`src/rtl/afsk_pkg.sv`:
```
// ----------------------------------------------------------------------------
// AFSK tone synthesiser package
// Register map, reset values and the elaboration-time sine table generator
// shared by the synthesiser modules.
// ----------------------------------------------------------------------------
package afsk_pkg;

  localparam int unsigned ROM_DEPTH_DEF = 256;

  // Register map: index of each configuration register (byte address / 4).
  typedef enum logic [1:0] {
    REG_MARK_INC  = 2'd0,
    REG_SPACE_INC = 2'd1,
    REG_SPB       = 2'd2
  } reg_idx_t;

  localparam logic [15:0] MARK_INC_RST  = 16'd8192;
  localparam logic [15:0] SPACE_INC_RST = 16'd15019;
  localparam logic [3:0]  SPB_RST       = 4'd8;

  // Fixed-point constants for the sine table: pi in Q32, one in Q30.
  localparam logic [63:0] PI_Q32  = 64'd13493037705;
  localparam logic [63:0] ONE_Q30 = 64'd1073741824;

  // Taylor series denominators (2n)(2n+1) for n = 1 to 12.
  localparam logic [63:0] SINE_DIV [12] = '{
    64'd6,   64'd20,  64'd42,  64'd72,  64'd110, 64'd156,
    64'd210, 64'd272, 64'd342, 64'd420, 64'd506, 64'd600
  };

  // One table entry from its quadrant, the offset within the quadrant and the
  // first-quadrant angle in Q2.30. Evaluated only at elaboration.
  function automatic logic [7:0] rom_entry(input logic [63:0] quad,
                                           input logic [63:0] frac,
                                           input logic [63:0] ang);
    logic signed [63:0] s;
    logic signed [63:0] v;
    logic [63:0]        term;
    logic [63:0]        mag;
    logic [7:0]         res;
    s    = '0;
    term = ang;
    if (frac == 64'd0) begin
      if (quad == 64'd1) begin
        s = signed'(ONE_Q30);
      end else if (quad == 64'd3) begin
        s = -signed'(ONE_Q30);
      end else begin
        s = '0;
      end
    end else begin
      s = signed'(ang);
      for (int n = 1; n <= 12; n++) begin
        term = (term * ang) >> 30;
        term = (term * ang) >> 30;
        term = term / SINE_DIV[n-1];
        if ((n % 2) == 1) begin
          s = s - signed'(term);
        end else begin
          s = s + signed'(term);
        end
      end
      if (s > signed'(ONE_Q30)) begin
        s = signed'(ONE_Q30);
      end
      if (quad >= 64'd2) begin
        s = -s;
      end
    end
    v = 64'sd127 * s;
    if (v >= 0) begin
      mag = unsigned'(v);
      res = 8'(64'd128 + (mag >> 30));
    end else begin
      mag = unsigned'(-v);
      res = 8'(64'd128 - ((mag + ONE_Q30 - 64'd1) >> 30));
    end
    return res;
  endfunction

endpackage

```
`src/rtl/afsk_sine_rom.sv`:
```
// ----------------------------------------------------------------------------
// AFSK sine ROM
// Constant table of 128 + 127*sin samples, built at elaboration, with a
// registered read port that only updates when enabled.
// ----------------------------------------------------------------------------
module afsk_sine_rom #(
  parameter int unsigned ROM_DEPTH = afsk_pkg::ROM_DEPTH_DEF,
  parameter int unsigned ADDR_W    = $clog2(ROM_DEPTH)
) (
  input  logic              clk,
  input  logic              rd_en,
  input  logic [ADDR_W-1:0] rd_addr,
  output logic [7:0]        rd_data_r
);

  logic [7:0] rom [ROM_DEPTH];

  for (genvar k = 0; k < ROM_DEPTH; k++) begin : g_entry
    localparam logic [63:0] U    = 64'(4 * k);
    localparam logic [63:0] Q    = U / ROM_DEPTH;
    localparam logic [63:0] F    = U % ROM_DEPTH;
    localparam logic [63:0] G    = Q[0] ? (64'(ROM_DEPTH) - F) : F;
    localparam logic [63:0] X    = ((afsk_pkg::PI_Q32 * G) / (64'(2 * ROM_DEPTH))
                                    + 64'd2) >> 2;
    localparam logic [7:0]  VAL  = afsk_pkg::rom_entry(Q, F, X);
    assign rom[k] = VAL;
  end

  always_ff @(posedge clk) begin
    if (rd_en) begin
      rd_data_r <= rom[rd_addr];
    end
  end

endmodule

```
`src/rtl/afsk_nrzi_tone_synthesizer.sv`:
```
// ----------------------------------------------------------------------------
// AFSK NRZI tone synthesiser
// Turns packet bytes into 8-bit DAC samples of mark and space tones.
// ----------------------------------------------------------------------------
// The in_ channel takes one packet byte per item (in_tlast marks the final
// byte of a packet). Bits go out least significant first; a 0 bit toggles
// the tone, a 1 bit keeps it. Every bit yields the programmed number of
// samples (1 to 8) on the out_ channel, so a byte produces 8 to 64 output
// items. out_tuser flags the last sample of each byte and out_tlast the last
// sample of a packet, after which phase and tone return to mark at zero.
// One sample leaves per cycle while out_tready is high: a byte occupies the
// sample sequencer until it has issued eight times the per-bit sample count,
// and the next byte is taken in the cycle its last sample is issued, so bytes
// stream without gaps. A byte's first sample passes the sequencer registers,
// the address register and the registered ROM read before it reaches out_.
// When out_tready is low the output register holds and the stall propagates
// back to the sequencer and to in_tready.
// Reset (synchronous) empties the pipeline, restores the register defaults
// and sets the tone to mark with phase zero. Registers on cfg_ should only
// be written while no samples are outstanding.
// ----------------------------------------------------------------------------
module afsk_nrzi_tone_synthesizer #(
  parameter int unsigned ROM_DEPTH = afsk_pkg::ROM_DEPTH_DEF
) (
  input  logic        clk,
  input  logic        rst_n,
  // Input items
  input  logic        in_tvalid,
  output logic        in_tready,
  input  logic [7:0]  in_tdata,   // [7:0] data_byte
  input  logic        in_tlast,   // last_byte
  // Result items
  output logic        out_tvalid,
  input  logic        out_tready,
  output logic [7:0]  out_tdata,  // [7:0] sample
  output logic        out_tuser,  // [0] last_of_byte
  output logic        out_tlast,  // last_of_packet
  // Configuration
  input  logic        cfg_psel,
  input  logic        cfg_penable,
  input  logic        cfg_pwrite,
  input  logic [3:0]  cfg_paddr,
  input  logic [31:0] cfg_pwdata,
  output logic [31:0] cfg_prdata,
  output logic        cfg_pready
);

  localparam int unsigned ADDR_W = $clog2(ROM_DEPTH);
  localparam int unsigned AFULL_W = $clog2(ROM_DEPTH + 1);
  localparam int unsigned PROD_W = 16 + AFULL_W;

  // Configuration registers
  logic [15:0] mark_inc_r;
  logic [15:0] space_inc_r;
  logic [3:0]  spb_r;
  afsk_pkg::reg_idx_t reg_idx;
  logic        cfg_wr;

  assign cfg_pready = 1'b1;
  assign reg_idx    = afsk_pkg::reg_idx_t'(cfg_paddr[3:2]);
  assign cfg_wr     = cfg_psel && cfg_penable && cfg_pwrite && cfg_pready;

  always_ff @(posedge clk) begin
    if (!rst_n) begin
      mark_inc_r  <= afsk_pkg::MARK_INC_RST;
      space_inc_r <= afsk_pkg::SPACE_INC_RST;
      spb_r       <= afsk_pkg::SPB_RST;
    end else if (cfg_wr) begin
      unique case (reg_idx)
        afsk_pkg::REG_MARK_INC:  mark_inc_r  <= cfg_pwdata[15:0];
        afsk_pkg::REG_SPACE_INC: space_inc_r <= cfg_pwdata[15:0];
        afsk_pkg::REG_SPB:       spb_r       <= cfg_pwdata[3:0];
        default: ;
      endcase
    end
  end

  always_comb begin
    unique case (reg_idx)
      afsk_pkg::REG_MARK_INC:  cfg_prdata = {16'd0, mark_inc_r};
      afsk_pkg::REG_SPACE_INC: cfg_prdata = {16'd0, space_inc_r};
      afsk_pkg::REG_SPB:       cfg_prdata = {28'd0, spb_r};
      default:                 cfg_prdata = '0;
    endcase
  end

  // Samples per bit, minus one, with zero read as one and anything above
  // eight read as eight.
  logic [2:0] spb_m1;
  always_comb begin
    if (spb_r == 4'd0) begin
      spb_m1 = 3'd0;
    end else if (spb_r >= 4'd8) begin
      spb_m1 = 3'd7;
    end else begin
      spb_m1 = 3'(spb_r - 4'd1);
    end
  end

  // Sample sequencer
  logic        busy_r,  busy_nxt;
  logic [7:0]  byte_r,  byte_nxt;
  logic        last_r,  last_nxt;
  logic [2:0]  bit_r,   bit_nxt;
  logic [2:0]  smp_r,   smp_nxt;
  logic        tone_r,  tone_nxt;    // 1 = mark
  logic [15:0] phase_r, phase_nxt;

  // Address stage and output stage
  logic              s1_valid_r;
  logic [ADDR_W-1:0] s1_addr_r;
  logic              s1_lob_r;
  logic              s1_lop_r;
  logic              out_valid_r;
  logic              out_lob_r;
  logic              out_lop_r;

  logic        out_adv;
  logic        s1_adv;
  logic        issue;
  logic        in_acc;
  logic        bit_end;
  logic        byte_end;
  logic [15:0] inc;
  logic [PROD_W-1:0]  prod;
  logic [AFULL_W-1:0] addr_full;
  logic [ADDR_W-1:0]  addr;

  assign out_adv  = !out_valid_r || out_tready;
  assign s1_adv   = !s1_valid_r || out_adv;
  assign issue    = busy_r && s1_adv;
  assign bit_end  = (smp_r == spb_m1);
  assign byte_end = bit_end && (bit_r == 3'd7);
  assign in_tready = !busy_r || (issue && byte_end);
  assign in_acc   = in_tvalid && in_tready;
  assign inc      = tone_r ? mark_inc_r : space_inc_r;

  assign prod      = PROD_W'(phase_r) * PROD_W'(ROM_DEPTH);
  assign addr_full = prod[PROD_W-1:16];
  assign addr      = (addr_full >= AFULL_W'(ROM_DEPTH)) ? ADDR_W'(ROM_DEPTH - 1)
                                                       : ADDR_W'(addr_full);

  always_comb begin
    busy_nxt  = busy_r;
    byte_nxt  = byte_r;
    last_nxt  = last_r;
    bit_nxt   = bit_r;
    smp_nxt   = smp_r;
    tone_nxt  = tone_r;
    phase_nxt = phase_r;
    if (issue) begin
      phase_nxt = phase_r + inc;
      if (!bit_end) begin
        smp_nxt = smp_r + 3'd1;
      end else begin
        smp_nxt = 3'd0;
        if (byte_end) begin
          busy_nxt = 1'b0;
          if (last_r) begin
            phase_nxt = '0;
            tone_nxt  = 1'b1;
          end
        end else begin
          bit_nxt = bit_r + 3'd1;
          // NRZI: a 0 bit toggles the tone.
          tone_nxt = byte_r[bit_r + 3'd1] ? tone_r : !tone_r;
        end
      end
    end
    // A new byte starts from the tone left by the previous one.
    if (in_acc) begin
      busy_nxt = 1'b1;
      byte_nxt = in_tdata;
      last_nxt = in_tlast;
      bit_nxt  = 3'd0;
      smp_nxt  = 3'd0;
      tone_nxt = in_tdata[0] ? tone_nxt : !tone_nxt;
    end
  end

  always_ff @(posedge clk) begin
    if (!rst_n) begin
      busy_r  <= 1'b0;
      tone_r  <= 1'b1;
      phase_r <= '0;
      bit_r   <= '0;
      smp_r   <= '0;
    end else begin
      busy_r  <= busy_nxt;
      tone_r  <= tone_nxt;
      phase_r <= phase_nxt;
      bit_r   <= bit_nxt;
      smp_r   <= smp_nxt;
    end
  end

  always_ff @(posedge clk) begin
    byte_r <= byte_nxt;
    last_r <= last_nxt;
  end

  always_ff @(posedge clk) begin
    if (!rst_n) begin
      s1_valid_r  <= 1'b0;
      out_valid_r <= 1'b0;
    end else begin
      if (s1_adv) begin
        s1_valid_r <= issue;
      end
      if (out_adv) begin
        out_valid_r <= s1_valid_r;
      end
    end
  end

  always_ff @(posedge clk) begin
    if (s1_adv) begin
      s1_addr_r <= addr;
      s1_lob_r  <= byte_end;
      s1_lop_r  <= byte_end && last_r;
    end
    if (out_adv) begin
      out_lob_r <= s1_lob_r;
      out_lop_r <= s1_lop_r;
    end
  end

  afsk_sine_rom #(
    .ROM_DEPTH (ROM_DEPTH),
    .ADDR_W    (ADDR_W)
  ) u_rom (
    .clk       (clk),
    .rd_en     (out_adv && s1_valid_r),
    .rd_addr   (s1_addr_r),
    .rd_data_r (out_tdata)
  );

  assign out_tvalid = out_valid_r;
  assign out_tuser  = out_lob_r;
  assign out_tlast  = out_lop_r;

endmodule

```
`config.mk`:
```
export PLATFORM = sky130hd
export DESIGN_NAME = afsk_nrzi_tone_synthesizer
export DESIGN_NICKNAME = d
export VERILOG_FILES = /design/src/rtl/afsk_pkg.sv /design/src/rtl/afsk_sine_rom.sv /design/src/rtl/afsk_nrzi_tone_synthesizer.sv
export SDC_FILE = /design/constraint.sdc
export NUM_CORES = 1
export LEC_CHECK = 0
export ABC_AREA = 1
export BUFFER_PORTS_ARGS = -buffer_cell sky130_fd_sc_hd__buf_4
export CORE_MARGIN = 4
export CORE_UTILIZATION = 45
export CTS_CLUSTER_DIAMETER = 100
export DETAILED_ROUTE_END_ITERATION = 8
export PLACE_DENSITY = 0.68
export SLEW_MARGIN = 20
export SYNTH_ARGS = -nofsm -noshare
export SYNTH_HDL_FRONTEND = slang
export SYNTH_SLANG_ARGS = --single-unit
```
`constraint.sdc`:
```
create_clock -name clk -period 2.2 [get_ports clk]
set_input_delay 0.11 -clock clk [delete_from_list [all_inputs] [get_ports clk]]
set_output_delay 0.11 -clock clk [all_outputs]
set_load 0.02 [all_outputs]
```
Word-level counts from Yosys, hierarchy flattened
Memories as Yosys holds them, arrays and structs flattened. A register that Yosys moved wholly into a read port is not among the register bits.
Index checks and enable logic that the tools add are counted.
Storage, ports and cells
  register bits after elaboration: 83
  memories: 1
  output and inout bits: 45
  bits in read-only memories: 2048
Cells by class
  muxes and demuxes: 21
  $add $sub $neg: 4
  $lt $le $gt $ge: 3
  equality and inequality tests: 4
  bitwise gates (word level): 3
  reductions and logical operators: 27
Memories
  (no name shown): words 256, bits a word 8, rd ports 1, clocked after memory_dff 1, wr ports 0, RTL line afsk_sine_rom.sv:31  | rd_data_r <= rom[rd_addr];
Operator list (number)
  $mux 16: 4
  $pmux 16 s3: 1
  $add 16x16->16: 1
  $mux 1: 12
  $ge 8x9->1 const B: 1
  $mux 3: 3
  $not 8->9: 1
  $logic_and 1x1->1: 8
  $add 3x1->3 const B: 2
  $reduce_and 2->1: 3
  $reduce_and 3->1: 2
  $reduce_bool 2->1: 3
  $logic_not 1->1: 5
  $ge 4x4->1 const B: 1
  $logic_not 4->1: 1
  $lt 3x4->1 const B: 1
  $bmux 1 s3: 1
  $eq 3x3->1: 1
  $eq 3x3->1 const B: 1
  $logic_or 1x1->1: 3
  $sub 3x1->3 const B: 1
  $eq 2x1->1 const B: 1
  $eq 2x2->1 const B: 1
  $logic_not 2->1: 1
  other kinds (2): 3

Logic depth before layout (Yosys ltp)
  depth after elaboration: 11
  mapped depth: 16
  mapped depth without buffers: 16

By module
Synthesis repeated with hierarchy kept, for this count alone.
Second synthesis, totals
  cell total of the unflattened synthesis: 993
  area total of the unflattened synthesis: 6510.0 um^2
By module, submodules not included
  afsk_nrzi_tone_synthesizer: cells an instance 592, times used 1, sequential area each 1871.8 um^2, area each 4490.6 um^2
  afsk_sine_rom: cells an instance 401, times used 1, sequential area each 240.2 um^2, area each 2019.4 um^2

Least setup slack after synthesis
OpenSTA, ideal clock, no wires.
  path kind: reg-to-reg
  start: register tone_r
  end: register phase_r[12]
  arrival time: 2.161 ns
  path slack: -0.094 ns
  path buffers: 2
  cell stages (with the launch flop): 16
  cells stage by stage: dfxtp_1 clkbuf_1 clkbuf_1 o21ai_0 ha_1 fa_1 nand2_1 inv_1 o21ai_0 nand2_1 nand4_1 nand3_1 nor2_1 nor2_1 nand2_1 a21oi_1
Between the ends
  word-level cells in the longest chain between the ends: 5
Ends and longest elaborated chain
  start: declaration: RTL line afsk_nrzi_tone_synthesizer.sv:106  | logic tone_r, tone_nxt;
  start signal: assignment: RTL line afsk_nrzi_tone_synthesizer.sv:190  | tone_r <= tone_nxt;
  $mux 16 *: RTL line afsk_nrzi_tone_synthesizer.sv:136  | assign inc = tone_r ? mark_inc_r : space_inc_r;
  $add 16x16->16 *: RTL line afsk_nrzi_tone_synthesizer.sv:152  | phase_nxt = phase_r + inc;
  $mux 16: RTL line afsk_nrzi_tone_synthesizer.sv:159  | if (last_r) begin
  $mux 16: RTL line afsk_nrzi_tone_synthesizer.sv:157  | if (byte_end) begin
  $mux 16 *: RTL line afsk_nrzi_tone_synthesizer.sv:153  | if (!bit_end) begin
  end signal: assignment: RTL line afsk_nrzi_tone_synthesizer.sv:191  | phase_r <= phase_nxt;
  end: declaration: RTL line afsk_nrzi_tone_synthesizer.sv:107  | logic [15:0] phase_r, phase_nxt;
Mark *: on every way between the ends. The rest lies on a longest branch, timed or not.
A chain may end at the register's enable or synchronous reset.

Worst setup path in the final report
  start: register tone_r
  end: register phase_r[7]
The elaborated chain is that of the path after synthesis.

==> run summary <==
drt total wl = 16700 µm
Ports = 97
Final Non-Filler Cells = 1209
TritonCTS clock tree = yes
DIE AREA = 0.0161 mm²
highest clock rate = 0.481 GHz
synth unique cells = 46
post-layout net count = 1104
Placer Congestion = 0.950
clock share of power = 34.9%
CTS Root Buffer Type = clkbuf_16
Tot GR Track Use = 20.7%
CTS sink cnt = 91
Pre-antenna DRT Iters = 5
DP Worst Slack = -24.5 ps
crit path kind = flip-flop to flip-flop
Post-synth EDFFs = 29
cell taking the most area after synthesis = dfxtp_1
max-slew violations = 0
Sequential Power Share = 43.6%
Hold/Removal Path Class = input port to flip-flop
commonest register cell after synthesis = dfxtp_1
VDD IR max = 450 µV
Worst setup EP type = flip-flop
sw frac = 28.9%
Final Power = 4220 µW
routed length per instance = 13.8 µm
Mapped Cells = 932
HPWL Detailed = 12400 µm
initial antenna violation count = 0
ratio of cells with drive above 1 in the final layout = 16.0%
drt via density = 5.25
Post-Synth Simple-Gate Area = 29.2%
critical path arrival = 2310 ps
Switch Pwr = 1220 µW
Num CTS Buffers = 9
placed cell area = 0.00708 mm²
crit share post-route = 94.4%
XOR/XNOR share of the synthesized area = 0.964%
Slew @ Worst Pin = 525 ps
via count of the first global-routing pass = 5823
global-route wire length before repair = 27700 µm
# setup viols final = 0
startpoint of the lowest-slack register-to-register path = tone_r$_SDFF_PN1_
Row Count = 43
gr ovfl total = 0
Initial Util = 45.8%
WP data required = 2430 ps
fin crit period = 2080 ps
hold wc startpoint = cfg_pwdata[1]
Placeable Area = 0.0139 mm²
Slew headroom = 65.0%
Antenna Nets Post-Route = 0
largest cells by area after synthesis = dfxtp_1 20%, edfxtp_1 14%, nand2_1 14%, o21ai_0 7.1%, nor2_1 6.0%
Netlist Area Pre-Place = 0.00636 mm²
largest net degree at the start of global routing = 39
Die Ht = 127 µm
number of max-cap violations = 0
Ys Warns = 0
mux share of post-synthesis cell area = 0%
placed insts = 1173
register bit count reported by yosys = 91
status = complete, no violations
CP Launch Type = flip-flop
Die Wd = 127 µm
sequential element share of the synthesized area = 33.2%
post-synth top area share = 19.5%
Final Hold Fails = 0
Reg clk slew, reported paths = 60 ps
post-layout instance area = 0.00759 mm²
main combinational cell family by area after synthesis = simple AND/OR/NAND/NOR gates
DRC = 0
Combinational Power Share = 21.5%
Port Buffer Count = 61
Max Root-Sink Buffers = 2
pwr dens = 556 mW/mm²
cell-internal power = 3000 µW
Worst Setup SP = tone_r$_SDFF_PN1_
Pleak = 0.00349 µW
DR iter-0 viols = 666
post-synthesis async set-or-reset flop share = 0%
crit-path max FO = 28
Inserted Diodes = 0
most frequent cells in the layout = 230 x nand2_1, 100 x nor2_1, 98 x buf_4, 86 x o21ai_0, 85 x inv_1
complex-gate fraction of the synthesized area = 19.8%
commonest non-fill, non-tap cell in the layout = nand2_1
setup TNS = 0 ps
total number of vias = 6344
Synth Area in Adders = 5.63%
syn avg cell area = 6.82 µm²
Post-Route Skew = 5.27 ps
Area Overhead vs Synth = 19.4%
setup ws final = 123 ps
Worst-Skew Late Latency = 340 ps
H-tree depth = 3
layer usage:
layer	GRT usage [%]	wire length, µm
met1	28.1	7450
met2	32.9	7480
met3	3.45	1330
met4	7.95	429
met5	0	0
critical path, stage by stage, from the launching register on:
cell     delay (ps)
dfxtp_4         370
buf_12          160
o21ai_0         240
ha_1            330
nand2_1         110
inv_1            60
a21oi_1         180
o21ai_2         110
or2_2           280
nand3_1          80
a21oi_1          60
flip-flops by register name, indices dropped and copies added, names as in the netlist:
register and cells:
out_tvalid 1, space_inc_r 16, byte_r 8, s1_lob_r 1, s1_addr_r 8, bit_r 3, spb_r 4, out_tuser 1
u_rom.rd_data_r 8, out_tlast 1, tone_r 1, busy_r 1, phase_r 16, mark_inc_r 16, smp_r 3, s1_valid_r 1
s1_lop_r 1, last_r 1
repair_timing:
item,in CTS,in global routing
hold endpoints to repair,18,0
setup buffers,0,3
pin swaps,0,5
resized for setup,1,16
hold buffers,17,0
endpoints found under the setup margin,4,22
per-stage QoR:
step	hold slack, ps	util [%]
floorplan	209	-
global placement	288	51.0
detailed placement	289	51.0
CTS	3.74	54.3
global route	47.7	54.7
finish	22.4	54.7
path summary, 6_finish.rpt:
path / cells past startpoint / endpoint / slack [ps]
max: 10 / phase_r[7]$_SDFFE_PN0P_ / 120
min: 3 / space_inc_r[1]$_SDFFE_PN1P_ / 20
min reg2reg: 0 / out_tlast$_DFFE_PP_ / 420
max reg2reg: 10 / phase_r[7]$_SDFFE_PN0P_ / 120
logic make-up after synthesis:
family	after synthesis
compound gates	222
other cells	2
flops	91
xor+xnor	7
buf+inv	151
simple gates	431
fa+ha+maj	28
Yosys cell counts (2+ instances only):
library cell  number
o221ai_1           5
nand4_1            7
nand3b_1           4
clkbuf_1          15
nor2_2             8
o21bai_1           2
a21oi_1           66
conb_1             2
buf_2              9
o211ai_1          19
o21ai_1           14
o31ai_1            2
inv_1             88
o22ai_1            4
a31oi_1            7
nor2_4             3
inv_2              9
nor2_1           102
edfxtp_1          29
nand3_2            3
nand2_2            5
dfxtp_1           62
a21o_1             3
xor2_1             6
o21ai_2            2
ha_1              27
buf_4             22
nand2_1          230
o2111ai_1          5
nand3_1           54
nand2_4            2
nor3_1             8
buf_6              6
o21ai_0           90
cell type report:
cell class	instances	area, µm²
Clock inverter	2	10.0
Multi-Input combinational cell	705	3620
Fill cell	1353	6290
Clock buffer	14	274
Sequential cell	91	2120
Tap cell	180	225
Inverter	99	378
Timing Repair Buffer	118	966
power by group through the flow:
| stage | registers [µW] | logic (µW) | clock network [µW] |
|---|---|---|---|
| floorplan | 1880 | 595 | 0 |
| global placement | 1880 | 862 | 0 |
| detailed placement | 1880 | 854 | 0 |
| CTS | 1840 | 883 | 1500 |
| global route | 1850 | 1010 | 1560 |
| finish | 1840 | 909 | 1470 |
(Power assumes the default switching activity.)
